--- src/rtl/tpa_pkg.sv ---
// ----------------------------------------------------------------------------
// tpa_pkg
// Shared types and constants for the triangle primitive assembler.
// ----------------------------------------------------------------------------
package tpa_pkg;

	localparam int unsigned VERT_W      = 32;
	localparam int unsigned MODE_W      = 2;
	localparam int unsigned CFG_IDX_W   = 2;
	localparam int unsigned CFG_DATA_W  = 32;
	localparam int unsigned GATHER_W    = 2;
	localparam int unsigned INDEX_WIDTH_DEF = 32;

	localparam logic [GATHER_W-1:0] GATHER_COUNT = 2'd3;

	// primitive modes; the unused code behaves as strip
	localparam logic [MODE_W-1:0] MODE_LIST  = 2'd0;
	localparam logic [MODE_W-1:0] MODE_STRIP = 2'd1;
	localparam logic [MODE_W-1:0] MODE_FAN   = 2'd2;

	// configuration register indexes
	localparam logic [CFG_IDX_W-1:0] REG_PRIMITIVE_MODE = 2'd0;
	localparam logic [CFG_IDX_W-1:0] REG_RESTART_ENABLE = 2'd1;
	localparam logic [CFG_IDX_W-1:0] REG_RESTART_VALUE  = 2'd2;
	localparam logic [CFG_IDX_W-1:0] REG_BASE_VERTEX    = 2'd3;

	typedef struct packed {
		logic [MODE_W-1:0] primitive_mode;
		logic              restart_enable;
		logic [VERT_W-1:0] restart_value;
		logic [VERT_W-1:0] base_vertex;
	} tpa_cfg_t;

	typedef struct packed {
		logic              emit;
		logic [VERT_W-1:0] a;
		logic [VERT_W-1:0] b;
		logic [VERT_W-1:0] c;
	} tpa_tri_t;

	typedef struct packed {
		logic [GATHER_W-1:0] gather_remaining;
		logic                flip;
	} tpa_state_t;

endpackage

--- src/rtl/tpa_cfg.sv ---
// ----------------------------------------------------------------------------
// tpa_cfg
// Configuration register file, written by a plain index/data port.
// ----------------------------------------------------------------------------
module tpa_cfg (
	input  logic                          clk,
	input  logic                          arst_n,
	input  logic                          cfg_we,
	input  logic [tpa_pkg::CFG_IDX_W-1:0]  cfg_index,
	input  logic [tpa_pkg::CFG_DATA_W-1:0] cfg_data,
	output tpa_pkg::tpa_cfg_t             cfg
);
	import tpa_pkg::*;

	tpa_cfg_t cfg_q;

	always_ff @(posedge clk or negedge arst_n) begin
		if (!arst_n) begin
			cfg_q.primitive_mode <= MODE_LIST;
			cfg_q.restart_enable <= 1'b0;
			cfg_q.restart_value  <= '1;
			cfg_q.base_vertex    <= '0;
		end else if (cfg_we) begin
			case (cfg_index)
				REG_PRIMITIVE_MODE: cfg_q.primitive_mode <= cfg_data[MODE_W-1:0];
				REG_RESTART_ENABLE: cfg_q.restart_enable <= cfg_data[0];
				REG_RESTART_VALUE:  cfg_q.restart_value  <= cfg_data[VERT_W-1:0];
				REG_BASE_VERTEX:    cfg_q.base_vertex    <= cfg_data[VERT_W-1:0];
				default: ;
			endcase
		end
	end

	assign cfg = cfg_q;

endmodule

--- src/rtl/tpa_core.sv ---
// ----------------------------------------------------------------------------
// tpa_core
// Gather/step state and the per-index assembly logic.
// ----------------------------------------------------------------------------
module tpa_core #(
	parameter int unsigned INDEX_WIDTH = tpa_pkg::INDEX_WIDTH_DEF
) (
	input  logic                   clk,
	input  logic                   arst_n,
	input  logic                   advance,
	input  logic [INDEX_WIDTH-1:0] idx,
	input  logic                   mesh_start,
	input  tpa_pkg::tpa_cfg_t      cfg,
	output tpa_pkg::tpa_tri_t      tri_out,
	output tpa_pkg::tpa_state_t    status
);
	import tpa_pkg::*;

	logic [VERT_W-1:0]   slot_q [3];
	logic [GATHER_W-1:0] gather_q;
	logic                flip_q;

	logic [VERT_W-1:0]   slot_d [3];
	logic [GATHER_W-1:0] gather_d;
	logic                flip_d;
	logic                emit;
	logic [VERT_W-1:0]   vnum;
	logic                is_list;
	logic                is_fan;
	logic [INDEX_WIDTH-1:0] restart_cut;

	assign vnum        = VERT_W'(idx) + cfg.base_vertex;
	assign is_list     = (cfg.primitive_mode == MODE_LIST);
	assign is_fan      = (cfg.primitive_mode == MODE_FAN);
	assign restart_cut = cfg.restart_value[INDEX_WIDTH-1:0];

	always_comb begin
		logic [GATHER_W-1:0] g;
		logic                f;
		g         = gather_q;
		f         = flip_q;
		slot_d[0] = slot_q[0];
		slot_d[1] = slot_q[1];
		slot_d[2] = slot_q[2];
		emit      = 1'b0;

		if (mesh_start) begin
			g = GATHER_COUNT;
			f = 1'b1;
		end
		if (is_list && g == '0)
			g = GATHER_COUNT;

		if (g != '0) begin
			// gather: fill slot 0, 1, 2 in turn, no restart or degenerate check
			case (g)
				2'd3:    slot_d[0] = vnum;
				2'd2:    slot_d[1] = vnum;
				default: slot_d[2] = vnum;
			endcase
			g = g - 1'b1;
			if (g == '0) begin
				emit = 1'b1;
				if (is_list)
					g = GATHER_COUNT;
			end
		end else if (cfg.restart_enable && idx == restart_cut) begin
			f = 1'b1;
			g = GATHER_COUNT;
		end else begin
			if (is_fan) begin
				slot_d[1] = slot_q[2];
			end else begin
				if (f)
					slot_d[0] = slot_q[2];
				else
					slot_d[1] = slot_q[2];
				f = ~f;
			end
			slot_d[2] = vnum;
			emit = (slot_d[0] != slot_d[1]) && (slot_d[0] != slot_d[2]) &&
			       (slot_d[1] != slot_d[2]);
		end

		gather_d = g;
		flip_d   = f;
	end

	always_ff @(posedge clk or negedge arst_n) begin
		if (!arst_n) begin
			gather_q <= GATHER_COUNT;
			flip_q   <= 1'b1;
		end else if (advance) begin
			gather_q <= gather_d;
			flip_q   <= flip_d;
		end
	end

	always_ff @(posedge clk) begin
		if (advance) begin
			slot_q[0] <= slot_d[0];
			slot_q[1] <= slot_d[1];
			slot_q[2] <= slot_d[2];
		end
	end

	assign tri_out.emit = emit;
	assign tri_out.a    = slot_d[0];
	assign tri_out.b    = slot_d[1];
	assign tri_out.c    = slot_d[2];

	assign status.gather_remaining = gather_q;
	assign status.flip             = flip_q;

endmodule

--- src/rtl/tpa_out_reg.sv ---
// ----------------------------------------------------------------------------
// tpa_out_reg
// Result register with valid/ready toward the consumer.
// ----------------------------------------------------------------------------
module tpa_out_reg (
	input  logic                        clk,
	input  logic                        arst_n,
	input  logic                        advance,
	input  tpa_pkg::tpa_tri_t           tri_in,
	output logic                        free,
	output logic                        out_valid,
	input  logic                        out_ready,
	output logic [tpa_pkg::VERT_W-1:0]  corner_a,
	output logic [tpa_pkg::VERT_W-1:0]  corner_b,
	output logic [tpa_pkg::VERT_W-1:0]  corner_c
);
	import tpa_pkg::*;

	logic              valid_q;
	logic [VERT_W-1:0] a_q;
	logic [VERT_W-1:0] b_q;
	logic [VERT_W-1:0] c_q;

	// slot can take a new triangle when empty or being drained this cycle
	assign free = !valid_q || out_ready;

	always_ff @(posedge clk or negedge arst_n) begin
		if (!arst_n)
			valid_q <= 1'b0;
		else if (advance)
			valid_q <= tri_in.emit;
		else if (out_ready)
			valid_q <= 1'b0;
	end

	always_ff @(posedge clk) begin
		if (advance && tri_in.emit) begin
			a_q <= tri_in.a;
			b_q <= tri_in.b;
			c_q <= tri_in.c;
		end
	end

	assign out_valid = valid_q;
	assign corner_a  = a_q;
	assign corner_b  = b_q;
	assign corner_c  = c_q;

endmodule

--- src/rtl/triangle_primitive_assembler.sv ---
// ----------------------------------------------------------------------------
// triangle_primitive_assembler
// Assembles list, strip and fan triangles from a stream of vertex indices.
// ----------------------------------------------------------------------------
//  channel  handshake                 payload
//  in       in_valid / in_ready       vertex_index, mesh_start
//  out      out_valid / out_ready     corner_a, corner_b, corner_c
//  cfg      cfg_we                    cfg_index, cfg_data
//
//  One request per cycle sustained while the result is not stalled. An
//  accepted index is held in an input register and assembled from there;
//  its triangle, if any, is loaded into the result register, which drives
//  out_valid. Reset empties both registers, sets the gather count to 3 and
//  the strip flip flag to 1. A stalled result holds the next item in the
//  input register; in_ready is high while that register is empty or the
//  result register is empty or being drained.
// ----------------------------------------------------------------------------
module triangle_primitive_assembler #(
	parameter int unsigned INDEX_WIDTH = tpa_pkg::INDEX_WIDTH_DEF
) (
	input  logic                           clk,
	input  logic                           arst_n,
	input  logic                           in_valid,
	output logic                           in_ready,
	input  logic [tpa_pkg::VERT_W-1:0]      vertex_index,
	input  logic                           mesh_start,
	output logic                           out_valid,
	input  logic                           out_ready,
	output logic [tpa_pkg::VERT_W-1:0]      corner_a,
	output logic [tpa_pkg::VERT_W-1:0]      corner_b,
	output logic [tpa_pkg::VERT_W-1:0]      corner_c,
	input  logic                           cfg_we,
	input  logic [tpa_pkg::CFG_IDX_W-1:0]   cfg_index,
	input  logic [tpa_pkg::CFG_DATA_W-1:0]  cfg_data
);
	import tpa_pkg::*;

	tpa_cfg_t   cfg;
	tpa_tri_t   tri_c;
	tpa_state_t status;

	logic                   valid_s1;
	logic [INDEX_WIDTH-1:0] idx_s1;
	logic                   mesh_s1;
	logic                   out_free;
	logic                   advance;

	assign advance  = valid_s1 && out_free;
	assign in_ready = !valid_s1 || advance;

	always_ff @(posedge clk or negedge arst_n) begin
		if (!arst_n)
			valid_s1 <= 1'b0;
		else if (in_ready)
			valid_s1 <= in_valid;
	end

	always_ff @(posedge clk) begin
		if (in_valid && in_ready) begin
			idx_s1  <= vertex_index[INDEX_WIDTH-1:0];
			mesh_s1 <= mesh_start;
		end
	end

	tpa_cfg u_cfg (
		.clk       (clk),
		.arst_n    (arst_n),
		.cfg_we    (cfg_we),
		.cfg_index (cfg_index),
		.cfg_data  (cfg_data),
		.cfg       (cfg)
	);

	tpa_core #(
		.INDEX_WIDTH (INDEX_WIDTH)
	) u_core (
		.clk        (clk),
		.arst_n     (arst_n),
		.advance    (advance),
		.idx        (idx_s1),
		.mesh_start (mesh_s1),
		.cfg        (cfg),
		.tri_out    (tri_c),
		.status     (status)
	);

	tpa_out_reg u_out (
		.clk       (clk),
		.arst_n    (arst_n),
		.advance   (advance),
		.tri_in    (tri_c),
		.free      (out_free),
		.out_valid (out_valid),
		.out_ready (out_ready),
		.corner_a  (corner_a),
		.corner_b  (corner_b),
		.corner_c  (corner_c)
	);

	// a result only shows up right after an item was assembled
	a_out_from_advance: assert property (@(posedge clk) disable iff (!arst_n)
		$rose(out_valid) |-> $past(advance))
		else $error("out_valid rose without an assembled item");

	// list mode never leaves the gather count empty
	a_list_gathers: assert property (@(posedge clk) disable iff (!arst_n)
		advance && cfg.primitive_mode == MODE_LIST |=> status.gather_remaining != 2'd0)
		else $error("list mode left gather count at zero");

	// a mesh start stores the first corner and restores strip winding
	a_mesh_start: assert property (@(posedge clk) disable iff (!arst_n)
		advance && mesh_s1 |=> status.gather_remaining == 2'd2 && status.flip)
		else $error("mesh start did not restart the gather");

	// a held result is never overwritten by a new assembly
	a_no_overwrite: assert property (@(posedge clk) disable iff (!arst_n)
		out_valid && !out_ready |-> !advance)
		else $error("assembly advanced into a stalled result");

endmodule

--- config.mk ---
export PLATFORM = sky130hd
export DESIGN_NAME = triangle_primitive_assembler
export DESIGN_NICKNAME = d
export VERILOG_FILES = /design/src/rtl/tpa_pkg.sv /design/src/rtl/tpa_cfg.sv /design/src/rtl/tpa_core.sv /design/src/rtl/tpa_out_reg.sv /design/src/rtl/triangle_primitive_assembler.sv
export SDC_FILE = /design/constraint.sdc
export NUM_CORES = 1
export LEC_CHECK = 0
export ABC_CLOCK_PERIOD_IN_PS = 27800
export BUFFER_PORTS_ARGS = -buffer_cell sky130_fd_sc_hd__buf_4
export CAP_MARGIN = 20
export CORE_MARGIN = 4
export CORE_UTILIZATION = 41
export CTS_CLUSTER_SIZE = 24
export DETAILED_ROUTE_END_ITERATION = 6
export SLEW_MARGIN = 0
export SYNTH_ARGS = -nofsm -noshare
export SYNTH_HDL_FRONTEND = slang
export SYNTH_SLANG_ARGS = --single-unit
--- constraint.sdc ---
create_clock -name clk -period 27.8 [get_ports clk]
set_input_delay 5.56 -clock clk [delete_from_list [all_inputs] [get_ports clk]]
set_output_delay 5.56 -clock clk [all_outputs]
set_load 0.03 [all_outputs]
==> results of run 1 <==
-- synthesized netlist by cell type, drive strengths merged, types with 5 or more instances --
library cell	count
a2111oi	5
a211oi	71
a21o	7
a21oi	127
a31oi	19
and2	7
and3	17
buf	33
clkbuf	54
dfrtp	37
dfstp	35
edfxtp	225
ha	35
inv	8
mux2	105
mux2i	65
nand2	124
nand2b	9
nand3	17
nand4	37
nand4b	9
nor2	49
nor2b	65
nor3	16
nor4	11
o211ai	11
o21ai	82
or3	5
or4	5
xnor2	96
xor2	56
-- sequential cells by signal, indices dropped and copies added, names as in the netlist --
| name | cells |
|---|---|
| valid_s1 | 1 |
| u_cfg.cfg | 67 |
| u_core.gather_q | 2 |
| u_out.corner_a | 32 |
| u_out.corner_c | 32 |
| idx_s1 | 32 |
| u_core.slot_q | 96 |
| mesh_s1 | 1 |
| u_out.corner_b | 32 |
| u_out.out_valid | 1 |
| u_core.flip_q | 1 |
-- power by group --
part           internal (W)  switching [W]
Combinational      0.000396       0.000675
Sequential         0.000692      0.0000938
Clock              0.000269       0.000192
-- layer usage --
metal | wire [microns] | vias up | track usage | share of wire
li1 | - | 5881 | - | -
met3 | 2690 | 71 | 0.0292 | 0.056
met1 | 22000 | 6090 | 0.302 | 0.46
met4 | 1390 | 0 | 0.0680 | 0.029
met5 | 0 | - | 0 | 0
met2 | 22000 | 395 | 0.329 | 0.46
-- cells by family after synthesis --
| logic type | synth area share |
|---|---|
| AND/OR/NAND/NOR | 0.120 |
| XOR/XNOR | 0.0822 |
| buffers and inverters | 0.0237 |
| multiplexers | 0.108 |
| adder cells (fa/ha/maj) | 0.0269 |
| flip-flops | 0.505 |
| AO/OA/AOI/OAI | 0.134 |
-- worst max-delay path: cells and delay by family --
family	cells	cell delay, ps
and+or+nand+nor	2	230
buffers and inverters	2	290
-- area by class of cell --
type / count / area [sq um] / share of cell area
clock buffer: 43 / 927 / 0.0467
multi-input combinational: 1102 / 8050 / 0.405
inverter: 8 / 31.3 / 0.00157
tap: 532 / 666 / 0.0335
clock inverter: 21 / 219 / 0.0110
timing repair buffer: 183 / 1370 / 0.0691
sequential: 297 / 8600 / 0.433
-- metrics by stage --
stage	std cells	hold WS [ps]	power (W)
after floorplan	1494	464	0.00152
after global placement	2122	482	0.00183
after detailed placement	2122	493	0.00185
after CTS	2186	502	0.00232
after global routing	2186	529	0.00245
final	2186	497	0.00232
-- layout by cell type (no fill, tap or decap), types with 9 or more instances in the layout --
master / netlist / routed
a211oi_1: 68 / 68
a21oi_1: 124 / 124
a31oi_1: 18 / 18
and3_1: 17 / 17
buf_4: 3 / 183
clkbuf_16: 0 / 36
dfrtp_1: 37 / 37
dfstp_2: 35 / 35
edfxtp_1: 225 / 225
ha_1: 35 / 32
mux2_1: 13 / 13
mux2_2: 91 / 91
mux2i_1: 65 / 65
nand2_1: 124 / 124
nand2b_1: 9 / 9
nand3_1: 17 / 17
nand4_1: 36 / 36
nand4b_1: 9 / 9
nor2_1: 47 / 47
nor2b_1: 64 / 64
nor3_1: 13 / 13
nor4_1: 11 / 10
o211ai_1: 10 / 10
o21ai_0: 71 / 71
xnor2_1: 95 / 95
xor2_1: 54 / 54
-- worst min-delay path by stage --
stage | to | slack (ps) | cells after the start
final | u_core.gather_q[1] | 500 | 2
after global routing | u_cfg.cfg[9] | 530 | 1
after CTS | u_core.gather_q[0] | 500 | 2
after detailed placement | u_core.gather_q[0] | 490 | 2
after global placement | u_core.gather_q[1] | 480 | 2
after floorplan | u_core.gather_q[1] | 460 | 2
==> results.md, run 1 <==
- HP Class: reg -> reg
- Post-layout util: 0.486
- Crit path cell chain: buf_4 > nor2b_1 > nand2_1 > buf_4
- Global route overflow: 0
- Ant. Diodes: 0
- Final worst slack: about 16000 ps
- Synth Register Bits: roughly 300
- First-pass GRT wire length: between 70000 and 80000 microns
- Vias/cell: approximately 5.7
- Kind of critical path: in -> out
- H-tree depth: 2
- Routed vias: roughly 12000
- Syn Area/Cell: between 10 and 15 sq um
- DP Area: between 15000 and 20000 sq um
- Post-CTS Hold Buffers: 0
- Seq/Total Area, Yosys: 0.505
- Period utilization: 0.419
- Row cnt: 74
- Ports: 170
- Crit path launch: out_ready
- Clk pin slew, worst setup/hold paths: 60 ps
- Routability Congestion: approximately 0.86
- CTS buffer count: 35
- Root Driver: clkbuf_16
- Least-Margin Pin Slew: 1140 ps
- Layout cells sized above 1: 0.242
- Initial Utilization: 0.416
- Crit path time final: about 12000 ps
- Drt pass-1 iters: 5
- CTS tree: yes
- Initial antenna violation count: 0
- YS warnings: 0
- Max stage delay on crit path: 180 ps
- RSZ-0062 raised after global routing: false
- CP startpoint kind: input pin
- Core region area: between 40000 and 50000 sq um
- Critical Path Sink Type: primary output
- Relative slew margins: 0.239
- Asr flop ratio synth: 0.242
- Maxcap violations: 0
- Worst reg2reg path endpoint: u_out.corner_a[25]
- Clock Skews: 29.7 ps
- Area contributors post-synth: edfxtp_1, mux2_2, dfrtp_1
- Synth Cell Area: between 15000 and 20000 sq um
- Number of global-route vias before repair: 12160
- Die Ht: about 210 microns
- Top_reg_cell synth: edfxtp_1
- HP Start: u_core.gather_q[1]
- LEAKAGE: roughly 7.5 nW
- Setup bufs post-CTS: 0
- Max FO, Critical Path: 3
- Clock Sinks: 297
- Syn_nets: ~1600
- Cell mode on critical path: buf_4
- Final hold viol count: 0
- WL per Instance: 22.0 microns
- Clock Path Buffers: 3
- DR iter-0 viols: around 960
- Port buffer count: approximately 170
- DRC Markers: 0
- Worst R2R Path Depth: 14
- Final WL: between 40000 and 50000 microns
- Crit path DAT: a little over 6000 ps
- Chip width: between 200 and 250 microns
- Power per cell area: between 100 and 150 nW/um^2
- DPL Wire Length: ~35000 microns
- Peak VDD IR: approximately 0.055 mV
- Area Growth Syn to Fin: 16.7%
- # fillers: ~3800
- Reg2Reg Launch Point: idx_s1[0]
- Top-area cell type share of the netlist area: 0.397
- Outcome: complete, no violations
- R2R setup slack: ~22000 ps
- EDFF count, synth: around 230
- Finish-stage setup viols: 0
- Number of distinct library cells after synthesis: just under 90
- Post-cts resize count: 0
- Largest net degree at the start of global routing: approximately 110
- DIE AREA: between 40000 and 50000 sq um
- Final Slew Violations: 0
- Post-route ant nets: 0
- GRT Total Usage: 0.210
- Finished Cell Area: a little under 20000 sq um
- Slowest cell on the critical path: buf_4
- Post-Place Setup Slack: between 15000 and 20000 ps
- Setup TNS: 0 ps
- Top cell type by total area after synthesis: edfxtp_1
- Final nets: 1735
- Cells after Synth: approximately 1500
- Max Freq: roughly 86 MHz
- CP endpoint: in_ready
- Data required time of the worst path: around 22000 ps
- Worst-skew pair later-pin latency: approximately 550 ps
Power figures use the tool's default switching activity.
==> inputs of run 2 (changes only) <==
ABC_CLOCK_PERIOD_IN_PS = 11050   (was 27800)
clock period = 11.05 ns   (was 27.8 ns; I/O delays follow)
==> results.md, run 2 (synthesized netlist as in run 1, its figures left out) <==
- First-pass GRT wire length: 75900 microns (+4.2%)
- Worst path bufs/invs: 2 (unchanged)
- Most frequent cells in the layout: edfxtp_1, buf_4, nand2_1, a21oi_1, xnor2_1
- Crit path DAT: 5410 ps (-670 ps)
- Wire length on met2: 22700 microns (+3.3%)
- H-tree depth: 2 (unchanged)
- Clock Path Buffers: 3 (unchanged)
- Commonest non-fill, non-tap cell in the layout: edfxtp_1
- Vias/cell: 5.76 (+1.2%)
- Slowest cell on the critical path: xor2_1
- Clock Sinks: 297 (unchanged)
- Die Ht: 212 microns (unchanged)
- Final Slew Violations: 0 (unchanged)
- Layout cells sized above 1: 0.244 (+0.00257)
- Max FFs per register: 96 (unchanged)
- Largest Register: u_core.slot_q
- Setup bufs post-CTS: 0 (unchanged)
- Ports: 170 (unchanged)
- Post-Route M1 WL: 22500 microns (+2.3%)
- Max Freq: ~190 MHz
- Initial antenna violation count: 0 (unchanged)
- HP Class: reg -> reg
- RSZ-0062 raised after global routing: false
- Post-cts resize count: 0 (unchanged)
- Routed vias: 12576 (+1.1%)
- Core region area: 40900 sq um (unchanged)
- Largest net degree at the start of global routing: 101 (-3.8%)
- Crit path cell chain: ha_1 > fa_1 > a211oi_2 > o21ai_2 > xor2_1 > xor2_1 > a311o_1 > nor4b_1 > nand4_1 > or4_1 > nor3_2 > nor4_4 > buf_4 > buf_4
- Post-route ant nets: 0 (unchanged)
- Critical Path Sink Type: flop
- Area Growth Syn to Fin: 16.8% (about the same)
- Setup TNS: 0 ps (unchanged)
- Root Driver: clkbuf_16
- Data required time of the worst path: 11230 ps (-11010 ps)
- Max FO, Critical Path: 72 (+69)
- Final hold viol count: 0 (unchanged)
- Metal3 WL: 3110 microns (+16%)
- Chip width: 212 microns (unchanged)
- Ant. Diodes: 0 (unchanged)
- CTS buffer count: 34 (-2.9%)
- DRC Markers: 0 (unchanged)
- Post-CTS Hold Buffers: 0 (unchanged)
- Global route overflow: 0 (unchanged)
- Row cnt: 74 (unchanged)
- DPL Wire Length: 36200 microns (+4.4%)
- Clk pin slew, worst setup/hold paths: 50 ps (about the same)
- Max stage delay on crit path: 610 ps (+430 ps)
- Cell family with most CP delay: simple AND/OR/NAND/NOR gates
- Finish-stage setup viols: 0 (unchanged)
- Initial Utilization: 0.416 (unchanged)
- Relative slew margins: 0.285 (+0.0453)
- WL per Instance: 22.7 microns (+3.4%)
- # fillers: 3718 (-1.1%)
- Peak VDD IR: 0.132 mV (+140%)
- DR iter-0 viols: 937 (-2.1%)
- Clock Skews: 30.2 ps (+0.509 ps)
- Number of global-route vias before repair: 12483 (+2.7%)
- Kind of critical path: reg -> reg
- Outcome: complete, no violations
- Power per cell area: 294 nW/um^2 (+150%)
- Drt pass-1 iters: 7 (+2)
- Routability Congestion: 0.927 (+7.2%)
- Crit path time final: about 5200 ps
- Max layer used: met4
- DIE AREA: 44800 sq um (unchanged)
- Final nets: 1735 (unchanged)
- Least-Margin Pin Slew: 1070 ps (-67.9 ps)
- CP startpoint kind: flop
- Post-layout util: 0.486 (about the same)
- GRT Total Usage: 0.218 (+0.00815)
- R2R setup slack: 5820 ps (-16620 ps)
- Worst-skew pair later-pin latency: 560 ps (about the same)
- Maxcap violations: 0 (unchanged)
- Final WL: 49700 microns (+3.4%)
- Port buffer count: 169 (unchanged)
- Period utilization: 0.473
- CTS tree: yes
- LEAKAGE: 7.46 nW (+0.11%)
-- run 2: final timing paths --
kind	from	to	depth (start not counted)
max	idx_s1[0]	u_out.corner_a[27]	14
min	u_core.gather_q[1]	u_core.gather_q[1]	2
max reg2reg	idx_s1[0]	u_out.corner_a[27]	14
min reg2reg	u_core.gather_q[1]	u_core.gather_q[1]	2
max in group asynchronous	arst_n	valid_s1	1
min in group asynchronous	arst_n	u_cfg.cfg[24]	1
-- run 2: where the power goes --
group | internal [W] | total (W) | switching, W
Clock | 0.000674 | 0.00116 | 0.000486
Sequential | 0.00174 | 0.00198 | 0.000238
Combinational | 0.000997 | 0.00272 | 0.00172
Total | 0.00341 | 0.00586 | 0.00245
-- run 2: tightest hold or removal path, cell delays in order (launching register included) --
cell and delay (ps):
dfstp_2 370, nand2_1 50, o21ai_0 70
-- run 2: area by class of cell --
class                   instances  area, sq um  area share
inverters                       8         31.3     0.00157
multi-input cells            1102         8060       0.405
well taps                     532          666      0.0335
clock buffers                  41          917      0.0461
clock inverters                21          230      0.0116
repair buffers                184         1380      0.0694
flip-flops and latches        297         8600       0.432
-- run 2: per-layer routing --
layer | up-vias | global-route usage
met5 | - | 0
met4 | 0 | 0.0689
met3 | 67 | 0.0350
met2 | 443 | 0.338
met1 | 6180 | 0.315
li1 | 5886 | -
-- run 2: through the flow --
step                      instance area, sq um  setup slack, ps  cells  power (W)  hold slack, ps
after detailed placement                 18700             5880   2123    0.00467             493
final                                    19900             5820   2185    0.00586             496
after floorplan                          17000             2510   1494    0.00381             464
after global placement                   18700             5910   2123    0.00464             478
after CTS                                19900             5870   2185    0.00587             501
after global routing                     19900             5550   2185    0.00619             529
